**config.mk**
```make
export PLATFORM = sky130hd
export DESIGN_NAME = vector_l2_normalize_core
export DESIGN_NICKNAME = d
export VERILOG_FILES = /design/src/vln_pkg.sv /design/src/vln_sqrt.sv /design/src/vln_div.sv /design/src/vector_l2_normalize_core.sv
export SDC_FILE = /design/constraint.sdc
export NUM_CORES = 1
export LEC_CHECK = 0
export ABC_CLOCK_PERIOD_IN_PS = 11040
export BUFFER_PORTS_ARGS = -buffer_cell sky130_fd_sc_hd__buf_2
export CAP_MARGIN = 5
export CORE_AREA = 5 5 226 228
export CTS_BUF_LIST = sky130_fd_sc_hd__clkbuf_4 sky130_fd_sc_hd__clkbuf_8 sky130_fd_sc_hd__clkbuf_16
export DETAILED_ROUTE_END_ITERATION = 6
export DIE_AREA = 0 0 231 233
export HOLD_SLACK_MARGIN = 0.12
export PLACE_DENSITY = 0.79
export SKIP_LAST_GASP = 1
export SLEW_MARGIN = 25
export SYNTH_ARGS = -nofsm -noshare
export SYNTH_HDL_FRONTEND = slang
export SYNTH_SLANG_ARGS = --single-unit
```
**constraint.sdc**
```tcl
create_clock -name i_clk -period 11.04 [get_ports i_clk]
set_input_delay 1.656 -clock i_clk [delete_from_list [all_inputs] [get_ports i_clk]]
set_output_delay 1.656 -clock i_clk [all_outputs]
set_load 0.01 [all_outputs]
```
**src/vln_pkg.sv**
```systemverilog
// ----------------------------------------------------------------------------
// vln_pkg
// Shared types and constants for the L2 vector normalization core.
// ----------------------------------------------------------------------------
package vln_pkg;

    localparam int ELEM_W     = 16;  // element and result width
    localparam int MAG_W      = 17;  // magnitude of a signed element
    localparam int SQ_W       = 31;  // square of a magnitude (at most 2^30)
    localparam int SUM_W      = 48;  // running sum of squares, Q24.24
    localparam int NORM_W     = 24;  // stored norm, Q12.12
    localparam int QUOT_W     = 16;  // quotient bits developed serially
    localparam int SQRT_CNT_W = 5;
    localparam int DIV_CNT_W  = 4;

    localparam logic [ELEM_W-1:0] POS_MAX = 16'h7FFF;
    localparam logic [ELEM_W-1:0] NEG_MIN = 16'h8000;

    typedef enum logic {
        OP_ACCUM = 1'b0,
        OP_SCALE = 1'b1
    } t_opcode;

    typedef struct packed {
        t_opcode                  opcode;
        logic signed [ELEM_W-1:0] element_value;
        logic                     last_element;
    } t_in_item;

    typedef struct packed {
        logic signed [ELEM_W-1:0] scaled_value;
        logic                     last_out;
        logic                     zero_norm;
    } t_out_item;

endpackage

```
**src/vln_sqrt.sv**
```systemverilog
// ----------------------------------------------------------------------------
// vln_sqrt
// Bit-serial floor square root: one root bit per cycle.
// ----------------------------------------------------------------------------
module vln_sqrt import vln_pkg::*; (
    input  logic              i_clk,
    input  logic              i_rst_n,
    input  logic              i_start,
    input  logic [SUM_W-1:0]  i_radicand,
    output logic              o_done,
    output logic [NORM_W-1:0] o_root
);

    logic [SUM_W-1:0]      r_rad;
    logic [NORM_W+1:0]     r_rem;
    logic [NORM_W-1:0]     r_root;
    logic [SQRT_CNT_W-1:0] r_cnt;
    logic                  r_busy;
    logic                  r_done;

    logic [NORM_W+2:0] rem_sh;
    logic [NORM_W+2:0] trial;
    logic              take;

    // bring down the next two radicand bits, try root*4+1
    assign rem_sh = {r_rem[NORM_W:0], r_rad[SUM_W-1 -: 2]};
    assign trial  = {1'b0, r_root, 2'b01};
    assign take   = rem_sh >= trial;

    always_ff @(posedge i_clk) begin
        if (!i_rst_n) begin
            r_busy <= 1'b0;
            r_done <= 1'b0;
            r_cnt  <= '0;
        end else begin
            r_done <= 1'b0;
            if (i_start) begin
                r_busy <= 1'b1;
                r_cnt  <= SQRT_CNT_W'(NORM_W - 1);
            end else if (r_busy) begin
                r_cnt <= r_cnt - 1'b1;
                if (r_cnt == '0) begin
                    r_busy <= 1'b0;
                    r_done <= 1'b1;
                end
            end
        end
    end

    always_ff @(posedge i_clk) begin
        if (i_start) begin
            r_rad  <= i_radicand;
            r_rem  <= '0;
            r_root <= '0;
        end else if (r_busy) begin
            r_rad <= {r_rad[SUM_W-3:0], 2'b00};
            if (take) begin
                // remainder can reach twice the root, one bit past the root width
                r_rem  <= (NORM_W+2)'(rem_sh - trial);
                r_root <= {r_root[NORM_W-2:0], 1'b1};
            end else begin
                r_rem  <= rem_sh[NORM_W+1:0];
                r_root <= {r_root[NORM_W-2:0], 1'b0};
            end
        end
    end

    assign o_done = r_done;
    assign o_root = r_root;

endmodule

```
**src/vln_div.sv**
```systemverilog
// ----------------------------------------------------------------------------
// vln_div
// Bit-serial restoring divider for (mag << 15) / norm: 16 quotient bits,
// one per cycle, with an up-front check for quotients of 2^16 and above.
// ----------------------------------------------------------------------------
module vln_div import vln_pkg::*; (
    input  logic              i_clk,
    input  logic              i_rst_n,
    input  logic              i_start,
    input  logic [MAG_W-1:0]  i_mag,
    input  logic [NORM_W-1:0] i_norm,
    output logic              o_done,
    output logic              o_ovf,
    output logic [QUOT_W-1:0] o_quot
);

    logic [NORM_W-1:0]    r_rem;
    logic [QUOT_W-1:0]    r_dsh;
    logic [NORM_W-1:0]    r_norm;
    logic [QUOT_W-1:0]    r_quot;
    logic                 r_ovf;
    logic [DIV_CNT_W-1:0] r_cnt;
    logic                 r_busy;
    logic                 r_done;

    logic [NORM_W:0] rem_sh;
    logic            take;

    assign rem_sh = {r_rem, r_dsh[QUOT_W-1]};
    assign take   = rem_sh >= {1'b0, r_norm};

    always_ff @(posedge i_clk) begin
        if (!i_rst_n) begin
            r_busy <= 1'b0;
            r_done <= 1'b0;
            r_cnt  <= '0;
        end else begin
            r_done <= 1'b0;
            if (i_start) begin
                r_busy <= 1'b1;
                r_cnt  <= DIV_CNT_W'(QUOT_W - 1);
            end else if (r_busy) begin
                r_cnt <= r_cnt - 1'b1;
                if (r_cnt == '0) begin
                    r_busy <= 1'b0;
                    r_done <= 1'b1;
                end
            end
        end
    end

    always_ff @(posedge i_clk) begin
        if (i_start) begin
            // upper dividend bits are mag >> 1; the rest is mag[0] then zeros
            r_rem  <= NORM_W'(i_mag[MAG_W-1:1]);
            r_dsh  <= {i_mag[0], {(QUOT_W-1){1'b0}}};
            r_norm <= i_norm;
            r_quot <= '0;
            // quotient reaches 2^16 exactly when mag >= 2 * norm
            r_ovf  <= {{(NORM_W+1-MAG_W){1'b0}}, i_mag} >= {i_norm, 1'b0};
        end else if (r_busy) begin
            r_dsh <= {r_dsh[QUOT_W-2:0], 1'b0};
            if (take) begin
                r_rem  <= NORM_W'(rem_sh - {1'b0, r_norm});
                r_quot <= {r_quot[QUOT_W-2:0], 1'b1};
            end else begin
                r_rem  <= rem_sh[NORM_W-1:0];
                r_quot <= {r_quot[QUOT_W-2:0], 1'b0};
            end
        end
    end

    assign o_done = r_done;
    assign o_ovf  = r_ovf;
    assign o_quot = r_quot;

endmodule

```
**src/vector_l2_normalize_core.sv**
```systemverilog
// ----------------------------------------------------------------------------
// vector_l2_normalize_core
// Two-pass L2 normalization of a stream of signed Q4.12 elements.
// ----------------------------------------------------------------------------
// Input channel (i_in_valid / o_in_stall / i_in_data): one element per
// transfer. Accumulate items add the element's square to a saturating 48-bit
// sum; an accumulate item marked last replaces the stored norm with the floor
// square root of the sum and clears the sum. Scale items return element/norm
// in Q1.15 on the output channel (o_out_valid / i_out_stall / o_out_data).
// Accumulate items return nothing.
// Sequencing: an accumulate item marked last also runs the square root, which
// develops one root bit per cycle. A scale item runs the serial divider,
// which produces one quotient bit per cycle; with a zero norm it skips the
// divider and returns the element itself, flagged zero_norm. One item is in
// work at a time; o_in_stall is high while it is.
// The result sits in an output register, so the next item is taken while a
// result waits; if a new result is ready while the receiver still stalls,
// the core holds it and stalls its input until the register drains.
// Reset clears the sum, the norm and the output valid.
// ----------------------------------------------------------------------------
module vector_l2_normalize_core import vln_pkg::*; (
    input  logic      i_clk,
    input  logic      i_rst_n,
    input  logic      i_in_valid,
    output logic      o_in_stall,
    input  t_in_item  i_in_data,
    output logic      o_out_valid,
    input  logic      i_out_stall,
    output t_out_item o_out_data
);

    typedef enum logic [2:0] {
        S_IDLE,
        S_ACCUM,
        S_SQRT,
        S_DIV,
        S_EMIT
    } t_state;

    t_state            r_state;
    logic [SUM_W-1:0]  r_sum;
    logic [NORM_W-1:0] r_norm;
    logic [SQ_W-1:0]   r_sq;
    logic              r_last;
    logic              r_neg;
    t_out_item         r_res;
    t_out_item         r_out_data;
    logic              r_out_valid;

    logic              in_xfer;
    logic              slot_free;
    logic [MAG_W-1:0]  mag;
    logic [2*MAG_W-1:0] sq_full;
    logic [SUM_W:0]    sum_add;
    logic [SUM_W-1:0]  n_sum;
    logic              sqrt_start;
    logic              sqrt_done;
    logic [NORM_W-1:0] sqrt_root;
    logic              div_start;
    logic              div_done;
    logic              div_ovf;
    logic [QUOT_W-1:0] div_quot;
    logic [ELEM_W-1:0] scaled;

    assign o_in_stall = (r_state != S_IDLE);
    assign in_xfer    = i_in_valid && (r_state == S_IDLE);
    assign slot_free  = !r_out_valid || !i_out_stall;

    assign mag = i_in_data.element_value[ELEM_W-1]
               ? MAG_W'(-{i_in_data.element_value[ELEM_W-1], i_in_data.element_value})
               : {1'b0, i_in_data.element_value};
    assign sq_full = mag * mag;

    // saturating accumulate: a carry out of the sum means overflow
    assign sum_add = {1'b0, r_sum} + {{(SUM_W+1-SQ_W){1'b0}}, r_sq};
    assign n_sum   = sum_add[SUM_W] ? {SUM_W{1'b1}} : sum_add[SUM_W-1:0];

    assign sqrt_start = (r_state == S_ACCUM) && r_last;
    assign div_start  = in_xfer && (i_in_data.opcode == OP_SCALE) && (r_norm != '0);

    vln_sqrt u_sqrt (
        .i_clk      (i_clk),
        .i_rst_n    (i_rst_n),
        .i_start    (sqrt_start),
        .i_radicand (n_sum),
        .o_done     (sqrt_done),
        .o_root     (sqrt_root)
    );

    vln_div u_div (
        .i_clk   (i_clk),
        .i_rst_n (i_rst_n),
        .i_start (div_start),
        .i_mag   (mag),
        .i_norm  (r_norm),
        .o_done  (div_done),
        .o_ovf   (div_ovf),
        .o_quot  (div_quot)
    );

    // apply the sign and clamp to the Q1.15 range
    always_comb begin
        if (r_neg) begin
            if (div_ovf || (div_quot > NEG_MIN)) begin
                scaled = NEG_MIN;
            end else begin
                scaled = ELEM_W'(-div_quot);
            end
        end else begin
            if (div_ovf || (div_quot > POS_MAX)) begin
                scaled = POS_MAX;
            end else begin
                scaled = div_quot;
            end
        end
    end

    always_ff @(posedge i_clk) begin
        if (!i_rst_n) begin
            r_state     <= S_IDLE;
            r_sum       <= '0;
            r_norm      <= '0;
            r_out_valid <= 1'b0;
        end else begin
            if (r_out_valid && !i_out_stall && (r_state != S_EMIT)) begin
                r_out_valid <= 1'b0;
            end
            case (r_state)
                S_IDLE: begin
                    if (in_xfer) begin
                        if (i_in_data.opcode == OP_ACCUM) begin
                            r_state <= S_ACCUM;
                        end else if (r_norm == '0) begin
                            r_state <= S_EMIT;
                        end else begin
                            r_state <= S_DIV;
                        end
                    end
                end
                S_ACCUM: begin
                    if (r_last) begin
                        r_sum   <= '0;
                        r_state <= S_SQRT;
                    end else begin
                        r_sum   <= n_sum;
                        r_state <= S_IDLE;
                    end
                end
                S_SQRT: begin
                    if (sqrt_done) begin
                        r_norm  <= sqrt_root;
                        r_state <= S_IDLE;
                    end
                end
                S_DIV: begin
                    if (div_done) begin
                        r_state <= S_EMIT;
                    end
                end
                S_EMIT: begin
                    // hold the result until the output register frees up
                    if (slot_free) begin
                        r_out_valid <= 1'b1;
                        r_state     <= S_IDLE;
                    end
                end
                default: begin
                    r_state <= S_IDLE;
                end
            endcase
        end
    end

    always_ff @(posedge i_clk) begin
        if (in_xfer) begin
            r_sq   <= sq_full[SQ_W-1:0];
            r_last <= i_in_data.last_element;
            r_neg  <= i_in_data.element_value[ELEM_W-1];
            // zero norm passes the element through and flags it
            r_res.scaled_value <= i_in_data.element_value;
            r_res.last_out     <= i_in_data.last_element;
            r_res.zero_norm    <= (r_norm == '0);
        end else if ((r_state == S_DIV) && div_done) begin
            r_res.scaled_value <= scaled;
        end
        if ((r_state == S_EMIT) && slot_free) begin
            r_out_data <= r_res;
        end
    end

    assign o_out_valid = r_out_valid;
    assign o_out_data  = r_out_data;

endmodule

```
### Word level (Yosys, flattened, before mapping)

Cells that the tools add are included.

* bits in registers: 320
* bits of input ports: 22
* output and inout port bits: 20
* logic and storage cells: 121

* $add $sub $neg: 7
* $mul: 1
* order comparisons: 5
* eq/ne operators: 9
* muxes and demuxes: 41
* bitwise gates (word level): 3
* reduce and logical (&&, ||, !) cells: 27

Operators with widths (count)
* $mux W48: 4
* $mux W16: 9
* $add A48 B31 Y49: 1
* $mul A17 B17 Y31: 1
* $ge A27 B26 Y1: 1
* $ge A17 B25 Y1: 1
* $ge A25 B24 Y1: 1
* $mux W25: 1
* $sub A25 B25 Y25: 1
* $logic_not A24 Y1: 1
* $mux W24: 1
* $reduce_bool A24 Y1: 1
* $sub A24 B24 Y24: 1
* $mux W3: 6
* $mux W17: 1
* $neg A17 Y17: 1
* $gt A16 B15 Y1 const B: 1
* $gt A16 B16 Y1 const B: 1
* $neg A16 Y16: 1
* $pmux W3 S5: 1
* $mux W1: 13
* $mux W5: 2
* $logic_and A1 B1 Y1: 8
* $mux W4: 2
* other kinds (21): 32

### Depth between registers and ports, before layout

Gate-level depths: netlist (run 1).

* depth in word-level cells: 6
* depth in mapped cells: 35
* mapped depth without buffers: 33

### Modules after synthesis

Synthesis (run 1) repeated with hierarchy kept, for this count alone.

* cells, all modules: 2857
* area total of the unflattened synthesis: 26341.5 µm²

Modules (own cells, without submodules)
* vector_l2_normalize_core: instances 1, cells an instance 1766, area an instance 15653.8 µm², seq. area each 3533.4 µm²
* vln_sqrt: instances 1, cells an instance 597, area an instance 5898.2 µm², seq. area each 2562.5 µm²
* vln_div: instances 1, cells an instance 494, area an instance 4789.6 µm², seq. area each 1861.8 µm²

### Least setup slack after synthesis (run 1)

OpenSTA, ideal clock, no wires.

* path kind: input-to-reg
* start: in i_in_data[1] (netlist bit)
* end: reg r_sq[30] (data pin)
* library setup time: 260 ps
* data arrival time: 9516 ps
* required time: 10780 ps
* slack: 1264 ps
* stages on the path: 31
* path buffers: 3
* cell sequence: clkbuf_1 > inv_1 > clkbuf_1 > ha_1 > nand2_1 > or3_1 > or2_2 > o41ai_1 > xnor2_1 > clkbuf_1 > nand2_1 > fa_1 > inv_1 > fa_1 > inv_1 > fa_1 > inv_1 > fa_1 > fa_1 > fa_1 > ha_1 > a21o_1 > a21o_1 > a2111oi_0 > o211a_1 > nor2_1 > a41oi_1 > a21oi_1 > a221o_1 > a21oi_1 > xnor2_1

* cells in the longest elaborated chain, start to end: 3

Ends and longest elaborated chain
* from (decl): line vector_l2_normalize_core.sv:26 `input t_in_item i_in_data,`
* $neg A17 Y17: line vector_l2_normalize_core.sv:70 `? MAG_W'(-{i_in_data.element_value[ELEM_W-1], i_in_data.element_value})`
* $mux W17 (*): line vector_l2_normalize_core.sv:70
* $mul A17 B17 Y31 (*): line vector_l2_normalize_core.sv:72 `assign sq_full = mag * mag;`
* net sq_full[30]: line vector_l2_normalize_core.sv:53 `logic [2*MAG_W-1:0] sq_full;`
* to (signal assigned): line vector_l2_normalize_core.sv:176 `r_sq <= sq_full[SQ_W-1:0];`
* to (decl): line vector_l2_normalize_core.sv:43 `logic [SQ_W-1:0] r_sq;`

Mark *: on every way through the listed nets, which the timed path passes. The rest lies on a longest branch.
A chain may end at the register's enable or synchronous reset.

### Worst setup path after layout (run 1)

Ends and elaborated chain as after synthesis.

==> results of run 1 <==
==> cells by family (layout without fill, tap and decap cells) <==
group,after synthesis,count (layout),synth area share
AOI/OAI and AO/OA,581,581,0.144
xor gates and xnor gates,131,131,0.0458
adders and majority gates,386,386,0.251
buffers and inverters,499,519,0.0751
DFF,319,319,0.317
muxes,75,75,0.0300
other,2,35,0.000299
and+or+nand+nor,769,769,0.137
==> metrics by stage <==
stage	utilization	instance area (um^2)
floorplan	-	25200
global route	0.560	27200
CTS	0.559	27200
global placement	0.534	26000
detailed placement	0.534	26000
finish	0.560	27200
==> final timing paths <==
check                from  slack (ns)  cells after the start               end
max          i_in_data[1]        1.19                     32          r_sq[30]
min             r_res[17]        0.41                      0    o_out_data[17]
max reg2reg       r_sq[0]        6.66                     13  u_sqrt.r_rad[47]
min reg2reg     r_res[17]        0.41                      0    o_out_data[17]
==> cell usage after synthesis (6+ instances only) <==
| cell | count | area share |
|---|---|---|
| nor2_1 | 262 | 0.039 |
| o41ai_1 | 6 | 0.0021 |
| xor2_1 | 42 | 0.015 |
| nand3_1 | 31 | 0.0062 |
| nand4b_1 | 7 | 0.0024 |
| xnor2_1 | 89 | 0.031 |
| o211ai_1 | 10 | 0.0030 |
| nand2b_1 | 19 | 0.0047 |
| a21boi_0 | 41 | 0.012 |
| a21o_1 | 46 | 0.014 |
| or3_1 | 9 | 0.0022 |
| a211oi_1 | 29 | 0.0087 |
| clkinv_1 | 6 | 0.00090 |
| mux2i_1 | 73 | 0.029 |
| buf_1 | 11 | 0.0016 |
| edfxtp_1 | 157 | 0.19 |
| nor3_1 | 28 | 0.0056 |
| o21ai_0 | 168 | 0.034 |
| nor2b_1 | 11 | 0.0027 |
| or2_2 | 6 | 0.0015 |
| nand2_1 | 301 | 0.045 |
| a31oi_1 | 28 | 0.0070 |
| nor4b_1 | 6 | 0.0021 |
| inv_1 | 379 | 0.057 |
| o21bai_1 | 9 | 0.0027 |
| clkbuf_1 | 97 | 0.015 |
| o31ai_1 | 15 | 0.0045 |
| dfxtp_1 | 162 | 0.13 |
| a21oi_1 | 146 | 0.029 |
| and3_1 | 25 | 0.0062 |
| o21ai_1 | 6 | 0.0012 |
| or3_4 | 6 | 0.0027 |
| fa_1 | 194 | 0.15 |
| ha_1 | 192 | 0.096 |
| and2_1 | 8 | 0.0020 |
| o21a_1 | 23 | 0.0069 |
| nand4_1 | 23 | 0.0057 |
| nor4_1 | 10 | 0.0025 |
==> sequential cells by signal, indices dropped and copies added (netlist names), 5 cells and up <==
name           cells
r_sum             48
u_sqrt.r_rad      48
r_sq              30
u_sqrt.r_rem      25
r_norm            24
u_div.r_norm      24
u_div.r_rem       24
u_sqrt.o_root     24
o_out_data        18
r_res             18
u_div.o_quot      16
u_sqrt.r_cnt       5
==> area by class of cell <==
cell class	count	share of cell area
Antenna cell	2	0.000184
Inverter	385	0.0531
Multi-Input combinational cell	1975	0.565
Clock inverter	13	0.00588
Sequential cell	319	0.292
Clock buffer	49	0.0382
Tap cell	622	0.0286
Timing Repair Buffer	72	0.0170
==> routing by layer <==
layer,global-route usage,share of wire,vias to the layer above
li1,-,-,9320
met1,0.288,0.42,9545
met2,0.370,0.46,696
met3,0.0486,0.080,153
met4,0.0788,0.035,6
met5,0,0.00060,-
==> worst register-to-register path, delay by kind of cell, from the launching register on <==
family                     cells  cell delay [ns]
AOI/OAI and AO/OA              7             2.02
and+or+nand+nor                3             1.06
adders and majority gates      2             0.44
DFF                            1             0.39
buffers and inverters          1             0.25
==> summary.md, run 1 <==
| Metric | Value |
|---|---|
| Final Hold Viols | 0 |
| Gpl congestion | approximately 0.96 |
| Status | complete, no violations |
| Crit Path Max Fanout | 11 |
| Final setup vio count | 0 |
| I/O pins | 42 |
| Clk slew on worst S/H paths | 0.06 ns |
| Area growth syn-to-layout | 8.59% |
| CTS sink count | roughly 320 |
| Most frequent cells in the layout | inv_1 (377), nand2_1 (300), nor2_1 (262) |
| Synthesized instance count | 2762 |
| CP max stage cell | fa_1 |
| Final net count | 3195 |
| Most common cell after layout, fill and taps aside | inv_1 |
| Drc violations | 0 |
| Total global routing overflow | 0 |
| Starting Density | 0.515 |
| Largest net degree at the start of global routing | between 70 and 80 |
| Tmin final | 9.85 ns |
| CTS root buffer | clkbuf_16 |
| First-pass GRT wire length | 98.9 mm |
| WL per Instance | 17.4 um |
| CTS Buffer Depth | 3 |
| Sequential cell area | 7960 um^2 |
| 1st-iter DRT viols | around 1400 |
| Post-Place Setup Slack | 0.809 ns |
| TNS Setup | 0 ns |
| Synth Flop Type | dfxtp_1 |
| Multi-input logic area | 15400 um^2 |
| Standard-cell rows | 81 |
| Placed insts | 3371 |
| Gr usage total | 0.222 |
| Fill count | 4229 |
| EDFF count, synth | 157 |
| Die area | 53800 um^2 |
| Seq/Total Area, Yosys | 0.317 |
| Vias per inst | between 5 and 6 |
| Layout cells sized above 1 | 0.0572 |
| CP most frequent cell | fa_1 |
| ANT nets after route | 0 |
| Post-Synthesis Cell Area | 25100 um^2 |
| Setup ws final | around 1.2 ns |
| Buf+Inv Stages, Crit Path | 8 |
| Final WL | 59.8 mm |
| Nature of the critical path startpoint | input port |
| Setup CP Type | input port to register |
| Chip height | 233 um |
| Seq cells post-synth | 319 |
| CP max stage delay | 0.55 ns |
| Total number of vias | 19720 |
| TritonCTS Buffers | 34 |
| CTS-repair resized insts | 0 |
| Worst slew margin | 0.291 |
| Hold buffer count at cts | 0 |
| Initial antenna violation count | 4 |
| Core area | 48600 um^2 |
| Final hold slack | approximately 0.41 ns |
| Fin. max-slew vios | 0 |
| Fin cells | 3437 |
| Data required, critical path | 11.30 ns |
| Post-CTS setup buffer count | 0 |
| Synthesized area per cell | roughly 9.1 um^2 |
| Actual slew at the worst max-slew pin | 1.06 ns |
| RSZ-0062 raised after global routing | no |
| Worst Hold Class | register to register |
| DP Wirelength | 45.3 mm |
| Final Skew | roughly 0.020 ns |
| CP arrival | 10.10 ns |
| Fmax | just over 0.1 GHz |
| Pre-antenna DRT Iters | 6 |
| CP delay by family, top | adder cells |
| Clk_lat worst skew | 0.53 ns |
| Tcrit/Tclk final | 0.892 |
| PortBufs | 41 |
| TritonCTS clock tree | built |
| Die width | 231 um |
| Vias in the first global route | approximately 20000 |
| Synth async-reset ratio | 0 |
| Crit. End Element | register |
| Yosys warnings | 0 |
| Synth unique cells | 78 |
| CTS H-tree lvls | 2 |
| MaxCap Viol Count | 0 |
Power of run 1 is left out: the tool's default activity adds up to more than one toggle a clock period on the data nets, which glitch-free logic cannot reach.
==> inputs of run 2 (changes only) <==
--- a/config.mk
+++ b/config.mk
@@ -6,12 +6,12 @@
 export NUM_CORES = 1
 export LEC_CHECK = 0
 export ABC_CLOCK_PERIOD_IN_PS = 11040
-export BUFFER_PORTS_ARGS = -buffer_cell sky130_fd_sc_hd__buf_2
 export CAP_MARGIN = 5
 export CORE_AREA = 5 5 226 228
 export CTS_BUF_LIST = sky130_fd_sc_hd__clkbuf_4 sky130_fd_sc_hd__clkbuf_8 sky130_fd_sc_hd__clkbuf_16
 export DETAILED_ROUTE_END_ITERATION = 6
 export DIE_AREA = 0 0 231 233
+export DONT_BUFFER_PORTS = 1
 export HOLD_SLACK_MARGIN = 0.12
 export PLACE_DENSITY = 0.79
 export SKIP_LAST_GASP = 1
==> summary.md, run 2 (synthesis results as in run 1) <==
| Metric | Value |
|---|---|
| Status | complete, no violations |
| TritonCTS Buffers | 35 |
| Final net count | about 3100 |
| WL per Instance | 17.7 um |
| Crit. End Element | register |
| CTS root buffer | clkbuf_16 |
| Worst R2R End | u_sqrt.r_rad[47] |
| Worst path depth | 30 |
| Gpl congestion | 0.931 |
| CTS sink count | 319 |
| Vias in the first global route | 19949 |
| TritonCTS clock tree | built |
| CP arrival | roughly 10 ns |
| CP delay by family, top | adder cells |
| Fmax | 0.0997 GHz |
| Multi-input logic area | around 15000 um^2 |
| Final Hold Viols | 0 |
| Clk slew on worst S/H paths | 0.06 ns |
| I/O pins | between 40 and 50 |
| Gr usage total | 0.225 |
| CTS-repair resized insts | 0 |
| Standard-cell rows | 81 |
| Top Layer Used | met4 |
| Crit Path Max Fanout | 11 |
| Vias per inst | 5.79 |
| Largest net degree at the start of global routing | between 70 and 80 |
| Most common cell after layout, fill and taps aside | inv_1 |
| Hold path startpoint | r_res[6] |
| Final Skew | 0.0289 ns |
| Total global routing overflow | 0 |
| Pre-antenna DRT Iters | 6 |
| Fin. max-slew vios | 0 |
| Final instance area | 27000 um^2 |
| Placement Cell Area | 25800 um^2 |
| Die area | 53800 um^2 |
| Buf+Inv Stages, Crit Path | 6 |
| PortBufs | 0 |
| Final setup vio count | 0 |
| Sequential cell area | 7960 um^2 |
| Crit path to | r_sq[30] |
| FF-to-FF Start | r_sq[0] |
| Ant diodes | 0 |
| Fill count | 4159 |
| Chip height | 233 um |
| MaxCap Viol Count | 0 |
| Actual slew at the worst max-slew pin | between 1 and 1.5 ns |
| 1st-iter DRT viols | 1654 |
| Worst Hold Class | register to register |
| CTS H-tree lvls | 2 |
| DP Wirelength | 45.3 mm |
| Worst slew margin | 0.300 |
| Flop-to-flop setup slack | 6.76 ns |
| Metal3 WL | 5.05 mm |
| Drc violations | 0 |
| First-pass GRT wire length | between 90 and 100 mm |
| RSZ-0062 raised after global routing | no |
| Starting Density | 0.515 |
| Post-CTS setup buffer count | 0 |
| Total number of vias | 19632 |
| Worst Reg-to-Reg Cells | 13 |
| ANT nets after route | 0 |
| Area growth syn-to-layout | 7.49% |
| CP max stage delay | between 0.6 and 0.7 ns |
| TNS Setup | 0 ns |
| CP max stage cell | clkinv_1 |
| Setup CP Type | input port to register |
| Crit. Startpoint | i_in_data[2] |
| Met2 routed WL | 27.8 mm |
| Placed insts | 3326 |
| CTS Buffer Depth | 3 |
| CP most frequent cell | fa_1 |
| Initial antenna violation count | 0 |
| Tmin final | 10.03 ns |
| Tcrit/Tclk final | 0.909 |
| Data required, critical path | roughly 11 ns |
| Layout cells sized above 1 | 0.0419 |
| Core area | around 49000 um^2 |
| Met1 wire length | roughly 25 mm |
| Die width | roughly 230 um |
| Clk_lat worst skew | 0.53 ns |
| Fin cells | 3390 |
| Hold buffer count at cts | 0 |
| Nature of the critical path startpoint | input port |
| Top flop regs | r_sum x48, u_sqrt.r_rad x48, r_sq x30 |
| Final WL | around 60 mm |
| Most frequent cells in the layout | inv_1 (377), nand2_1 (300), nor2_1 (262) |
run 2: area by class of cell:
class                   count  share of cell area
multi-input cells        1975               0.571
repair buffers             25             0.00771
flip-flops and latches    319               0.295
inverters                 385              0.0537
well taps                 622              0.0289
clock inverters            15             0.00515
clock buffers              49              0.0386
run 2: worst min path at each step:
stage | cells after the start | end | slack (ns)
after floorplan | 0 | o_out_data[0] | 0.40
after global placement | 0 | o_out_data[2] | 0.40
after detailed placement | 0 | o_out_data[6] | 0.41
after CTS | 0 | o_out_data[6] | 0.42
after global routing | 0 | o_out_data[6] | 0.43
final | 0 | o_out_data[6] | 0.42
run 2: routing by layer:
metal / GRT usage / up-vias
met5: 0 / -
met4: 0.0736 / 0
met3: 0.0494 / 130
met2: 0.374 / 740
met1: 0.293 / 9532
li1: - / 9230
run 2: worst reg2reg max path: stages, from the launching register on:
cell	delay, ns
edfxtp_1	0.36
ha_1	0.22
ha_1	0.24
a211oi_1	0.35
nor2_1	0.14
o21ai_0	0.46
o31ai_1	0.25
a211oi_1	0.45
o21ai_0	0.20
buf_4	0.22
nand3_1	0.65
nand3_1	0.13
o21ai_0	0.13
o21ai_0	0.19
run 2: stage by stage:
step | setup WS, ns | util | hold slack, ns
after floorplan | 1.26 | - | 0.400
after global placement | 0.929 | 0.529 | 0.402
after detailed placement | 0.647 | 0.530 | 0.405
after CTS | 1.17 | 0.554 | 0.419
after global routing | 0.571 | 0.554 | 0.425
final | 1.01 | 0.554 | 0.419
Power of run 2 is left out for the same reason.
